**config.mk**
```make
export PLATFORM = sky130hd
export DESIGN_NAME = hbridge_ramp_pulse_sequencer_flat
export DESIGN_NICKNAME = d
export VERILOG_FILES = /design/src/rtl/core/hbrps_pkg.sv /design/src/rtl/core/hbrps_cmd_if.sv /design/src/rtl/core/hbrps_res_if.sv /design/src/rtl/core/hbrps_ctrl.sv /design/src/rtl/core/hbrps_datapath.sv /design/src/rtl/core/hbridge_ramp_pulse_sequencer.sv /design/src/flat_wrapper.sv
export SDC_FILE = /design/constraint.sdc
export NUM_CORES = 2
export LEC_CHECK = 0
export BUFFER_PORTS_ARGS = -buffer_cell sky130_fd_sc_hd__buf_2
export CAP_MARGIN = 0
export CORE_ASPECT_RATIO = 0.9
export CORE_MARGIN = 8
export CORE_UTILIZATION = 45
export CTS_CLUSTER_SIZE = 40
export DETAILED_ROUTE_END_ITERATION = 8
export PLACE_DENSITY = 0.71
export SKIP_CTS_REPAIR_TIMING = 1
export SYNTH_ARGS = -nofsm -noshare
export SYNTH_HDL_FRONTEND = slang
export SYNTH_HIERARCHICAL = 1
export SYNTH_SLANG_ARGS = --single-unit
```
**constraint.sdc**
```tcl
create_clock -name clk -period 27.9 [get_ports clk]
set_input_delay 1.395 -clock clk [delete_from_list [all_inputs] [get_ports clk]]
set_output_delay 1.395 -clock clk [all_outputs]
set_load 0.005 [all_outputs]
```
**src/rtl/core/hbrps_pkg.sv**
```systemverilog
package hbrps_pkg;

	localparam int unsigned TimeW    = 32;
	localparam int unsigned PctW     = 7;
	localparam int unsigned DutyW    = 8;
	localparam int unsigned IvW      = 10;
	localparam int unsigned HoldW    = 16;
	localparam int unsigned GapW     = 10;
	localparam int unsigned CfgIdxW  = 3;
	localparam int unsigned CfgDataW = 16;
	localparam int unsigned DivSteps = TimeW;
	localparam int unsigned DivCntW  = $clog2(DivSteps);

	localparam logic [2:0] OP_UPDATE      = 3'd0;
	localparam logic [2:0] OP_SET_TARGET  = 3'd1;
	localparam logic [2:0] OP_STOP        = 3'd2;
	localparam logic [2:0] OP_START_TEST  = 3'd3;
	localparam logic [2:0] OP_RUN_PATTERN = 3'd4;
	localparam logic [2:0] OP_CONSUME     = 3'd5;

	localparam logic [1:0] DIR_STOP    = 2'd0;
	localparam logic [1:0] DIR_FWD     = 2'd1;
	localparam logic [1:0] DIR_REV     = 2'd2;
	localparam logic [1:0] DIR_INVALID = 2'd3;

	localparam logic [2:0] PH_IDLE = 3'd0;
	localparam logic [2:0] PH_UP   = 3'd1;
	localparam logic [2:0] PH_HOLD = 3'd2;
	localparam logic [2:0] PH_DOWN = 3'd3;
	localparam logic [2:0] PH_GAP  = 3'd4;

	localparam logic [CfgIdxW-1:0] CFG_ENABLED     = 3'd0;
	localparam logic [CfgIdxW-1:0] CFG_MAX_PERCENT = 3'd1;
	localparam logic [CfgIdxW-1:0] CFG_TEST_PCT    = 3'd2;
	localparam logic [CfgIdxW-1:0] CFG_TEST_HOLD   = 3'd3;
	localparam logic [CfgIdxW-1:0] CFG_RAMP_IV     = 3'd4;

	localparam logic [PctW-1:0]  RST_MAX_PERCENT = 7'd100;
	localparam logic [PctW-1:0]  RST_TEST_PCT    = 7'd50;
	localparam logic [HoldW-1:0] RST_TEST_HOLD   = 16'd1000;
	localparam logic [IvW-1:0]   RST_RAMP_IV     = 10'd20;

	localparam logic [PctW-1:0]  PCT_FULL   = 7'd100;
	localparam logic [2:0]       STEP_CAP   = 3'd5;
	localparam logic [7:0]       PULSE_CAP  = 8'd3;
	localparam logic [GapW-1:0]  GAP_CAP    = 10'd1000;
	localparam logic [HoldW-1:0] HOLD_CAP   = 16'd4000;
	localparam logic [27:0]      DUTY_RECIP = 28'd5243;
	localparam int unsigned      DutyShift  = 19;

	typedef struct packed {
		logic [2:0]       opcode;
		logic [TimeW-1:0] now_ms;
		logic [7:0]       percent;
		logic [1:0]       direction;
		logic [TimeW-1:0] hold_ms;
		logic [7:0]       pulse_count;
		logic [TimeW-1:0] gap_ms;
	} cmd_t;

	typedef struct packed {
		logic [DutyW-1:0] duty_a;
		logic [DutyW-1:0] duty_b;
		logic             bridge_awake;
		logic [PctW-1:0]  speed_now;
		logic [2:0]       phase_now;
		logic             test_done;
	} res_t;

	typedef struct packed {
		logic latch;
		logic step;
		logic exec;
		logic load_out;
	} ctl_cmd_t;

	typedef struct packed {
		logic divide;
		logic div_last;
	} ctl_sts_t;

	// Duty is percent * 255 / 100 with percent clamped at 100; the division uses
	// a reciprocal that is exact over this range.
	function automatic logic [DutyW-1:0] duty_of(logic [PctW-1:0] p);
		logic [PctW-1:0] pc;
		logic [14:0]     prod;
		logic [27:0]     scaled;
		pc     = (p > PCT_FULL) ? PCT_FULL : p;
		prod   = {pc, 8'd0} - {8'd0, pc};
		scaled = {13'd0, prod} * DUTY_RECIP;
		return scaled[DutyShift +: DutyW];
	endfunction

endpackage

```
**src/rtl/core/hbrps_cmd_if.sv**
```systemverilog
interface hbrps_cmd_if;
	import hbrps_pkg::*;

	logic valid;
	logic ready;
	cmd_t data;

	modport source(output valid, output data, input ready);
	modport sink(input valid, input data, output ready);
endinterface

```
**src/rtl/core/hbrps_res_if.sv**
```systemverilog
interface hbrps_res_if;
	import hbrps_pkg::*;

	logic valid;
	logic ready;
	res_t data;

	modport source(output valid, output data, input ready);
	modport sink(input valid, input data, output ready);
endinterface

```
**src/rtl/core/hbrps_ctrl.sv**
```systemverilog
module hbrps_ctrl (
	input  logic                clk,
	input  logic                arst_n,
	input  logic                in_valid,
	output logic                in_ready,
	output logic                out_valid,
	input  logic                out_ready,
	input  hbrps_pkg::ctl_sts_t sts,
	output hbrps_pkg::ctl_cmd_t ctl
);
	import hbrps_pkg::*;

	typedef enum logic [1:0] {
		ST_IDLE,
		ST_DIVIDE,
		ST_EXEC,
		ST_PRESENT
	} state_t;

	state_t state_q;
	logic   out_valid_q;

	always_comb begin
		in_ready     = (state_q == ST_IDLE);
		ctl.latch    = in_valid && in_ready;
		ctl.step     = (state_q == ST_DIVIDE);
		ctl.exec     = (state_q == ST_EXEC);
		ctl.load_out = (state_q == ST_PRESENT) && (!out_valid_q || out_ready);
		out_valid    = out_valid_q;
	end

	always_ff @(posedge clk or negedge arst_n) begin
		if (!arst_n) begin
			state_q     <= ST_IDLE;
			out_valid_q <= 1'b0;
		end else begin
			if (ctl.load_out) begin
				out_valid_q <= 1'b1;
			end else if (out_ready) begin
				out_valid_q <= 1'b0;
			end
			case (state_q)
				ST_IDLE: begin
					if (ctl.latch) begin
						state_q <= sts.divide ? ST_DIVIDE : ST_EXEC;
					end
				end
				ST_DIVIDE: begin
					if (sts.div_last) begin
						state_q <= ST_EXEC;
					end
				end
				ST_EXEC: begin
					state_q <= ST_PRESENT;
				end
				ST_PRESENT: begin
					if (ctl.load_out) begin
						state_q <= ST_IDLE;
					end
				end
				default: begin
					state_q <= ST_IDLE;
				end
			endcase
		end
	end
endmodule

```
**src/rtl/core/hbrps_datapath.sv**
```systemverilog
module hbrps_datapath (
	input  logic                             clk,
	input  logic                             arst_n,
	input  logic                             cfg_wr_en,
	input  logic [hbrps_pkg::CfgIdxW-1:0]    cfg_index,
	input  logic [hbrps_pkg::CfgDataW-1:0]   cfg_wdata,
	input  hbrps_pkg::cmd_t                  in_data,
	input  hbrps_pkg::ctl_cmd_t              ctl,
	output hbrps_pkg::ctl_sts_t              sts,
	output hbrps_pkg::res_t                  res_data
);
	import hbrps_pkg::*;

	function automatic logic [2*DutyW-1:0] side_duty(logic [1:0] dir, logic [PctW-1:0] p);
		logic [DutyW-1:0] d;
		d = duty_of(p);
		if (dir == DIR_FWD) begin
			return {d, {DutyW{1'b0}}};
		end else if (dir == DIR_REV) begin
			return {{DutyW{1'b0}}, d};
		end
		return '0;
	endfunction

	logic              enabled_q;
	logic [PctW-1:0]   max_pct_q;
	logic [PctW-1:0]   test_pct_q;
	logic [HoldW-1:0]  test_hold_q;
	logic [IvW-1:0]    ramp_iv_q;

	cmd_t              cmd_q;
	logic [TimeW-1:0]  el_q;
	logic [TimeW-1:0]  quo_q;
	logic [IvW-1:0]    rem_q;
	logic [DivCntW-1:0] cnt_q;

	logic [1:0]        dir_q;
	logic [PctW-1:0]   cur_q;
	logic [PctW-1:0]   tgt_q;
	logic [TimeW-1:0]  last_q;
	logic [2:0]        ph_q;
	logic [1:0]        left_q;
	logic [PctW-1:0]   pat_q;
	logic [GapW-1:0]   gap_q;
	logic [HoldW-1:0]  hold_q;
	logic [TimeW-1:0]  hst_q;
	logic [TimeW-1:0]  gst_q;
	logic              rep_q;
	logic              cmp_q;
	logic [DutyW-1:0]  da_q;
	logic [DutyW-1:0]  db_q;
	logic              awk_q;
	logic              done_q;
	res_t              res_q;

	logic [IvW-1:0]    iv;
	logic [IvW:0]      trial;
	logic              trial_ge;

	logic [1:0]        dir_n;
	logic [PctW-1:0]   cur_n;
	logic [PctW-1:0]   tgt_n;
	logic [TimeW-1:0]  last_n;
	logic [2:0]        ph_n;
	logic [1:0]        left_n;
	logic [PctW-1:0]   pat_n;
	logic [GapW-1:0]   gap_n;
	logic [HoldW-1:0]  hold_n;
	logic [TimeW-1:0]  hst_n;
	logic [TimeW-1:0]  gst_n;
	logic              rep_n;
	logic              cmp_n;
	logic [DutyW-1:0]  da_n;
	logic [DutyW-1:0]  db_n;
	logic              awk_n;
	logic              done_n;

	logic [PctW-1:0]   pct_c;
	logic [1:0]        dir_in;
	logic [2:0]        nsat;
	logic [PctW-1:0]   step;
	logic [PctW-1:0]   diff;
	logic [7:0]        cnt_c;

	always_comb begin
		iv       = (ramp_iv_q == '0) ? IvW'(1) : ramp_iv_q;
		trial    = {rem_q, quo_q[TimeW-1]};
		trial_ge = (trial >= {1'b0, iv});
		sts.divide   = enabled_q && (in_data.opcode == OP_UPDATE);
		sts.div_last = (cnt_q == DivCntW'(DivSteps - 1));
		res_data     = res_q;
	end

	always_ff @(posedge clk or negedge arst_n) begin
		if (!arst_n) begin
			enabled_q   <= 1'b1;
			max_pct_q   <= RST_MAX_PERCENT;
			test_pct_q  <= RST_TEST_PCT;
			test_hold_q <= RST_TEST_HOLD;
			ramp_iv_q   <= RST_RAMP_IV;
		end else if (cfg_wr_en) begin
			case (cfg_index)
				CFG_ENABLED:     enabled_q   <= cfg_wdata[0];
				CFG_MAX_PERCENT: max_pct_q   <= cfg_wdata[PctW-1:0];
				CFG_TEST_PCT:    test_pct_q  <= cfg_wdata[PctW-1:0];
				CFG_TEST_HOLD:   test_hold_q <= cfg_wdata[HoldW-1:0];
				CFG_RAMP_IV:     ramp_iv_q   <= cfg_wdata[IvW-1:0];
				default: begin
				end
			endcase
		end
	end

	// Restoring divider: elapsed time over the ramp interval, one quotient bit a cycle.
	always_ff @(posedge clk) begin
		if (ctl.latch) begin
			cmd_q <= in_data;
			el_q  <= in_data.now_ms - last_q;
			quo_q <= in_data.now_ms - last_q;
			rem_q <= '0;
			cnt_q <= '0;
		end else if (ctl.step) begin
			rem_q <= trial_ge ? IvW'(trial - {1'b0, iv}) : trial[IvW-1:0];
			quo_q <= {quo_q[TimeW-2:0], trial_ge};
			cnt_q <= cnt_q + DivCntW'(1);
		end
		if (ctl.load_out) begin
			res_q.duty_a       <= enabled_q ? da_q : '0;
			res_q.duty_b       <= enabled_q ? db_q : '0;
			res_q.bridge_awake <= enabled_q && awk_q;
			res_q.speed_now    <= cur_q;
			res_q.phase_now    <= ph_q;
			res_q.test_done    <= done_q;
		end
	end

	always_comb begin
		dir_n  = dir_q;
		cur_n  = cur_q;
		tgt_n  = tgt_q;
		last_n = last_q;
		ph_n   = ph_q;
		left_n = left_q;
		pat_n  = pat_q;
		gap_n  = gap_q;
		hold_n = hold_q;
		hst_n  = hst_q;
		gst_n  = gst_q;
		rep_n  = rep_q;
		cmp_n  = cmp_q;
		da_n   = da_q;
		db_n   = db_q;
		awk_n  = awk_q;
		done_n = cmp_q;

		pct_c  = (cmd_q.percent > {1'b0, max_pct_q}) ? max_pct_q : cmd_q.percent[PctW-1:0];
		dir_in = (cmd_q.direction == DIR_INVALID) ? DIR_STOP : cmd_q.direction;
		nsat   = ((quo_q[TimeW-1:3] != '0) || (quo_q[2:0] >= STEP_CAP)) ? STEP_CAP : quo_q[2:0];
		step   = {3'd0, nsat, 1'b0};
		diff   = '0;
		cnt_c  = (cmd_q.pulse_count > PULSE_CAP) ? PULSE_CAP : cmd_q.pulse_count;

		if (cmd_q.opcode == OP_CONSUME) begin
			cmp_n = 1'b0;
		end else if (enabled_q) begin
			if (cmd_q.opcode inside {OP_STOP, OP_START_TEST, OP_RUN_PATTERN}) begin
				tgt_n  = '0;
				cur_n  = '0;
				dir_n  = DIR_STOP;
				da_n   = '0;
				db_n   = '0;
				awk_n  = 1'b0;
				ph_n   = PH_IDLE;
				rep_n  = 1'b0;
				left_n = '0;
			end
			case (cmd_q.opcode)
				OP_UPDATE: begin
					if (quo_q != '0) begin
						last_n = last_q + (el_q - TimeW'(rem_q));
						if (cur_n < tgt_n) begin
							diff  = tgt_n - cur_n;
							cur_n = cur_n + ((step < diff) ? step : diff);
							{da_n, db_n} = side_duty(dir_n, cur_n);
						end else if (cur_n > tgt_n) begin
							diff  = cur_n - tgt_n;
							cur_n = cur_n - ((step < diff) ? step : diff);
							{da_n, db_n} = side_duty(dir_n, cur_n);
							if (cur_n == '0) begin
								dir_n = DIR_STOP;
								da_n  = '0;
								db_n  = '0;
								awk_n = 1'b0;
							end
						end
					end
					case (ph_q)
						PH_UP: begin
							if (cur_n >= tgt_n) begin
								hst_n = cmd_q.now_ms;
								ph_n  = PH_HOLD;
							end
						end
						PH_HOLD: begin
							if ((cmd_q.now_ms - hst_q) >= TimeW'(hold_q)) begin
								tgt_n = '0;
								ph_n  = PH_DOWN;
							end
						end
						PH_DOWN: begin
							if (cur_n == '0) begin
								dir_n = DIR_STOP;
								da_n  = '0;
								db_n  = '0;
								awk_n = 1'b0;
								if (left_q != '0) begin
									left_n = left_q - 2'd1;
									gst_n  = cmd_q.now_ms;
									ph_n   = PH_GAP;
								end else begin
									ph_n  = PH_IDLE;
									rep_n = 1'b0;
									if (rep_q) begin
										cmp_n = 1'b1;
									end
								end
							end
						end
						PH_GAP: begin
							if ((cmd_q.now_ms - gst_q) >= TimeW'(gap_q)) begin
								dir_n = DIR_FWD;
								awk_n = 1'b1;
								tgt_n = pat_q;
								ph_n  = PH_UP;
							end
						end
						default: begin
						end
					endcase
				end
				OP_SET_TARGET: begin
					if ((cur_n != '0) && (dir_in != dir_n)) begin
						tgt_n = '0;
					end else begin
						if (cur_n == '0) begin
							dir_n = dir_in;
							if (dir_in == DIR_STOP) begin
								da_n  = '0;
								db_n  = '0;
								awk_n = 1'b0;
							end else begin
								awk_n = 1'b1;
							end
						end
						tgt_n  = pct_c;
						ph_n   = PH_IDLE;
						left_n = '0;
					end
				end
				OP_START_TEST: begin
					dir_n  = DIR_FWD;
					awk_n  = 1'b1;
					tgt_n  = test_pct_q;
					hold_n = test_hold_q;
					ph_n   = PH_UP;
					rep_n  = 1'b1;
					cmp_n  = 1'b0;
					last_n = cmd_q.now_ms;
				end
				OP_RUN_PATTERN: begin
					if ((pct_c != '0) && (cmd_q.hold_ms != '0) && (cmd_q.pulse_count != '0)) begin
						dir_n  = DIR_FWD;
						awk_n  = 1'b1;
						tgt_n  = pct_c;
						pat_n  = pct_c;
						left_n = cnt_c[1:0] - 2'd1;
						gap_n  = (cmd_q.gap_ms > TimeW'(GAP_CAP)) ? GAP_CAP
							: cmd_q.gap_ms[GapW-1:0];
						hold_n = (cmd_q.hold_ms > TimeW'(HOLD_CAP)) ? HOLD_CAP
							: cmd_q.hold_ms[HoldW-1:0];
						ph_n   = PH_UP;
						rep_n  = 1'b0;
						cmp_n  = 1'b0;
						last_n = cmd_q.now_ms;
					end
				end
				default: begin
				end
			endcase
			done_n = cmp_n;
		end
	end

	always_ff @(posedge clk or negedge arst_n) begin
		if (!arst_n) begin
			dir_q  <= DIR_STOP;
			cur_q  <= '0;
			tgt_q  <= '0;
			last_q <= '0;
			ph_q   <= PH_IDLE;
			left_q <= '0;
			pat_q  <= '0;
			gap_q  <= '0;
			hold_q <= '0;
			hst_q  <= '0;
			gst_q  <= '0;
			rep_q  <= 1'b0;
			cmp_q  <= 1'b0;
			da_q   <= '0;
			db_q   <= '0;
			awk_q  <= 1'b0;
			done_q <= 1'b0;
		end else if (ctl.exec) begin
			dir_q  <= dir_n;
			cur_q  <= cur_n;
			tgt_q  <= tgt_n;
			last_q <= last_n;
			ph_q   <= ph_n;
			left_q <= left_n;
			pat_q  <= pat_n;
			gap_q  <= gap_n;
			hold_q <= hold_n;
			hst_q  <= hst_n;
			gst_q  <= gst_n;
			rep_q  <= rep_n;
			cmp_q  <= cmp_n;
			da_q   <= da_n;
			db_q   <= db_n;
			awk_q  <= awk_n;
			done_q <= done_n;
		end
	end
endmodule

```
**src/rtl/core/hbridge_ramp_pulse_sequencer.sv**
```systemverilog
// H-bridge ramp and pulse sequencer.
// Commands enter on the cmd channel and one status result per command leaves on
// the res channel; both use valid/ready and a transfer happens when both are high.
// Registers are written through cfg_wr_en, cfg_index and cfg_wdata while the block
// is idle: the user must keep to that, as the block does not enforce it. A write
// takes effect at the next clock edge. An update command with the block enabled
// runs a 32-step serial divide of the elapsed time by the ramp interval before its
// result is computed; other commands skip the divide and go straight to the execute
// state and then to the output register.
// The block takes one command at a time; cmd.ready is high only while no command
// is in progress. A finished result sits in the output register, and the next
// command may be taken while it waits. If the receiver stalls, the following
// result is held inside until the output register is free.
// Reset puts the bridge to sleep with both duties at zero, speed zero, phase
// idle, and the registers at their defaults.
module hbridge_ramp_pulse_sequencer (
	input  logic                           clk,
	input  logic                           arst_n,
	input  logic                           cfg_wr_en,
	input  logic [hbrps_pkg::CfgIdxW-1:0]  cfg_index,
	input  logic [hbrps_pkg::CfgDataW-1:0] cfg_wdata,
	hbrps_cmd_if.sink                      cmd,
	hbrps_res_if.source                    res
);
	import hbrps_pkg::*;

	ctl_cmd_t ctl;
	ctl_sts_t sts;

	hbrps_ctrl u_ctrl (
		.clk       (clk),
		.arst_n    (arst_n),
		.in_valid  (cmd.valid),
		.in_ready  (cmd.ready),
		.out_valid (res.valid),
		.out_ready (res.ready),
		.sts       (sts),
		.ctl       (ctl)
	);

	hbrps_datapath u_datapath (
		.clk       (clk),
		.arst_n    (arst_n),
		.cfg_wr_en (cfg_wr_en),
		.cfg_index (cfg_index),
		.cfg_wdata (cfg_wdata),
		.in_data   (cmd.data),
		.ctl       (ctl),
		.sts       (sts),
		.res_data  (res.data)
	);

	a_no_accept_while_dividing: assert property (@(posedge clk) disable iff (!arst_n)
		ctl.step |-> !cmd.ready)
		else $error("command taken during divide");

	a_update_starts_divide: assert property (@(posedge clk) disable iff (!arst_n)
		(cmd.valid && cmd.ready && sts.divide) |=> ctl.step)
		else $error("enabled update did not start the divider");

	a_load_gives_valid: assert property (@(posedge clk) disable iff (!arst_n)
		ctl.load_out |=> res.valid)
		else $error("loaded result not presented");

	a_single_control_action: assert property (@(posedge clk) disable iff (!arst_n)
		$onehot0({ctl.latch, ctl.step, ctl.exec, ctl.load_out}))
		else $error("overlapping control actions");
endmodule
```
**src/flat_wrapper.sv**
```systemverilog
// flat-port wrapper written by rule: the top's interface ports become plain ports
module hbridge_ramp_pulse_sequencer_flat import hbrps_pkg::*;
  (clk, arst_n, cfg_wr_en, cfg_index, cfg_wdata, cmd_valid, cmd_data, cmd_ready, res_valid, res_data, res_ready);
  hbrps_cmd_if cmd_i ();
  hbrps_res_if res_i ();
  input  logic clk;
  input  logic arst_n;
  input  logic cfg_wr_en;
  input  logic [hbrps_pkg::CfgIdxW-1:0] cfg_index;
  input  logic [hbrps_pkg::CfgDataW-1:0] cfg_wdata;
  input wire logic [$bits(cmd_i.valid)-1:0] cmd_valid;
  input wire logic [$bits(cmd_i.data)-1:0] cmd_data;
  output wire logic [$bits(cmd_i.ready)-1:0] cmd_ready;
  output wire logic [$bits(res_i.valid)-1:0] res_valid;
  output wire logic [$bits(res_i.data)-1:0] res_data;
  input wire logic [$bits(res_i.ready)-1:0] res_ready;
  assign cmd_i.valid = cmd_valid;
  assign cmd_i.data = cmd_data;
  assign cmd_ready = cmd_i.ready;
  assign res_valid = res_i.valid;
  assign res_data = res_i.data;
  assign res_i.ready = res_ready;
  hbridge_ramp_pulse_sequencer u_core (.clk(clk), .arst_n(arst_n), .cfg_wr_en(cfg_wr_en), .cfg_index(cfg_index), .cfg_wdata(cfg_wdata), .cmd(cmd_i), .res(res_i));
endmodule
```
==> impl_metrics.ini <==
[outcome]
run_status = finished clean

[placed_design]
place_ws_ns = 13.53
dp_cells = 4969
dp_hpwl_um = 74900
gp_congestion = 0.922
portBuffers = 170

[finish]
regArea_mm2 = 0.0120
multiInputGateArea_mm2 = 0.0215
fillerInstances = 7222
layout.nets = 4691
drive_gt1_share_pct = 10.9
area_delta_synth_final_pct = 10.1
final_cells = 5064

[floorplan]
core_mm2 = 0.0796
io_pins = 171
rows = 98
dieWidth_um = 315
die_y_um = 285
die_area_mm2 = 0.0898
start_util_pct = 45.5

[sta]
fin_skew_ns = 0.0443
rsz0062_at_grt = false
tns_ns = 0
fin_crit_ns = 14.61
tightest_slew_ns = 1.15
fmax_ghz = 0.0684
final_hold_viol_count = 0
slew_headroom_pct = 22.5
setup_viol = 0
drv_slew = 0
layout_setup_ws_ns = 13.29
finalCritPeriodShare_pct = 52.4

[hold_path]
hold_path_class = flip-flop to flip-flop

[global_route]
grt_pass1_wl_um = 151000
antenna_found_initial = 7
grt_max_degree = 133
grt_overflow = 0
grt.total_usage_pct = 20.8
grt_pass1_vias = 27700

[worst_setup_path]
startpoint_type = flip-flop
cp.required_ns = 28.39
cpLargestDelayFamily = compound AO/OA/AOI/OAI gates
cp_common_cell = a21oi_1
endpoint_kind = flip-flop
critPathKind = flip-flop to flip-flop
arrival_ns = 15.10
cp_slowest_stage_delay_ns = 0.97
worstPathBufferInverterCount = 6
path_max_fanout = 27
cp_slowest_cell = nor3b_2

[clock_network]
htree_levels = 2
root_buffer = clkbuf_16
insertion_delay_ns = 0.63
cts.path.max_buffers = 3
cts_tree = yes
clkTransAtPathRegs_ns = 0.06
numClockSinks = 438
cts_inserted_buffers = 49

[routing]
drt-initial-drc-count = 2207
final_antenna_net_count = 0
routed_via_density = 5.61
drcViolationCount = 0
wirelength_um = 95500
drt-wirelength-per-cell_um = 18.9
firstDrtPassIters = 5
via_count = 28400

[synthesis]
netlist_instances = 3825
synth-main-ff-cell = edfxtp_1
synth.top_cells.by_area = edfxtp_1 (17%), ha_1 (15%), dfrtp_1 (14%)
yosysTopAreaCell = edfxtp_1
async_reset_ff_share_pct = 48.9
yosysSeqAreaShare_pct = 33.0
synth_edf_count = 209
syn-cell-area_mm2 = 0.0362
ys_types = 94
yosys_warnings = 6
synth_top_area_share_pct = 17.3
syn-mean-instance-area_um2 = 9.46
ys_seq_elements = 438

[flow_run]
cap_violations = 0
cell families (layout without fill, tap and decap cells):
| family | after synthesis | in the layout | share of synthesized area (%) |
|---|---|---|---|
| simple gates | 903 | 903 | 12.1 |
| compound gates | 894 | 894 | 16.4 |
| buf+inv | 727 | 912 | 7.61 |
| fa+ha+maj | 581 | 581 | 23.2 |
| flops | 438 | 438 | 33.0 |
| mux | 142 | 142 | 4.31 |
| xor+xnor | 138 | 138 | 3.34 |
| other cells | 2 | 6 | 0.0207 |
layout by cell type, fill, tap and decap left out, types with 16 or more instances in the layout:
| cell type | instances |
|---|---|
| a211oi_1 | 65 |
| a21o_1 | 77 |
| a21oi_1 | 195 |
| a221oi_1 | 16 |
| a31oi_1 | 24 |
| and2_1 | 29 |
| and3_1 | 31 |
| buf_2 | 169 |
| buf_4 | 19 |
| clkbuf_16 | 50 |
| dfrtp_1 | 199 |
| edfxtp_1 | 209 |
| fa_1 | 150 |
| ha_1 | 430 |
| inv_1 | 630 |
| mux2_2 | 110 |
| mux2i_1 | 32 |
| nand2_1 | 255 |
| nand2b_1 | 39 |
| nand3_1 | 64 |
| nand4_1 | 26 |
| nor2_1 | 222 |
| nor2b_1 | 39 |
| nor3_1 | 73 |
| nor4_1 | 39 |
| o211ai_1 | 29 |
| o21a_1 | 49 |
| o21ai_0 | 204 |
| o21bai_1 | 17 |
| o31ai_1 | 17 |
| or3_1 | 23 |
| xnor2_1 | 98 |
| xor2_1 | 40 |
registers in the layout, indices dropped and copies added (netlist names), 3 cells and up:
signal	flops
u_core/u_datapath/ph_q	3
u_core/u_datapath/hold_q	16
u_core/u_datapath/db_q	8
u_core/u_datapath/pat_q	7
u_core/u_datapath/cnt_q	5
u_core/u_datapath/res_data	28
u_core/u_datapath/quo_q	32
u_core/u_datapath/da_q	8
u_core/u_datapath/last_q	32
u_core/u_datapath/gap_q	10
u_core/u_datapath/hst_q	32
u_core/u_datapath/test_hold_q	16
u_core/u_datapath/tgt_q	7
u_core/u_datapath/test_pct_q	7
u_core/u_datapath/ramp_iv_q	10
u_core/u_datapath/gst_q	32
u_core/u_datapath/cmd_q	117
u_core/u_datapath/el_q	32
u_core/u_datapath/cur_q	7
u_core/u_datapath/rem_q	10
u_core/u_datapath/max_pct_q	7
Yosys cell counts (all sizes together), types with 13 or more instances:
library cell / instances
o21ai: 218
nor4: 39
o21a: 49
a221o: 13
nand2b: 40
nor2b: 39
o21bai: 17
xnor2: 98
and2: 31
dfrtp: 199
mux2: 110
nor3: 74
nand4: 26
o211ai: 30
a211oi: 65
inv: 630
nand2: 256
mux2i: 32
nor2: 222
or3: 23
o22ai: 15
a221oi: 17
or2: 16
a21o: 77
nand3: 64
o31ai: 17
dfstp: 15
fa: 150
dfxtp: 15
xor2: 40
a2111oi: 14
ha: 430
edfxtp: 209
and3: 32
a21oi: 195
clkbuf: 86
a31oi: 25
a22oi: 13
metrics by stage:
stage                     cell area, um^2  hold WS [ns]  utilization [%]
after floorplan                     36200         0.420                -
after global placement              38200         0.458             48.0
after detailed placement            38200         0.440             48.0
after CTS                           39800         0.469             50.1
after global routing                39900         0.480             50.1
final                               39900         0.478             50.1
worst paths after layout:
check | endpoint | slack (ns) | from | cells past startpoint
worst max-delay path | u_core/u_datapath/db_q[7] | 13.29 | u_core/u_datapath/cmd_q[115] | 49
worst min-delay path | u_core/u_datapath/res_data[0] | 0.48 | u_core/u_datapath/done_q | 0
worst max register to register | u_core/u_datapath/db_q[7] | 13.29 | u_core/u_datapath/cmd_q[115] | 49
worst min register to register | u_core/u_datapath/res_data[0] | 0.48 | u_core/u_datapath/done_q | 0
max in group asynchronous | u_core/u_datapath/cur_q[0] | 24.89 | arst_n | 3
min in group asynchronous | u_core/u_datapath/last_q[16] | 0.78 | arst_n | 1
per-layer routing:
metal / global-route usage, % / vias up / share of wire, % / routed length (um)
met3: 3.57 / 149 / 7.4 / 7080
met5: 0 / - / 0 / 0
met2: 31.4 / 962 / 42 / 40400
met4: 6.05 / 0 / 2.9 / 2780
met1: 30.5 / 13600 / 47 / 45200
li1: - / 13700 / - / -
cell type report:
cell class | instances | area share, %
multi-input cells | 2661 | 54.0
flip-flops and latches | 438 | 30.0
inverters | 630 | 5.93
clock buffers | 66 | 3.54
well taps | 1050 | 3.30
repair buffers | 190 | 2.57
clock inverters | 26 | 0.653
diodes | 3 | 0.0188
Power is left out: the tool's default activity adds up to more than one toggle a clock period on the data nets, which glitch-free logic cannot reach.
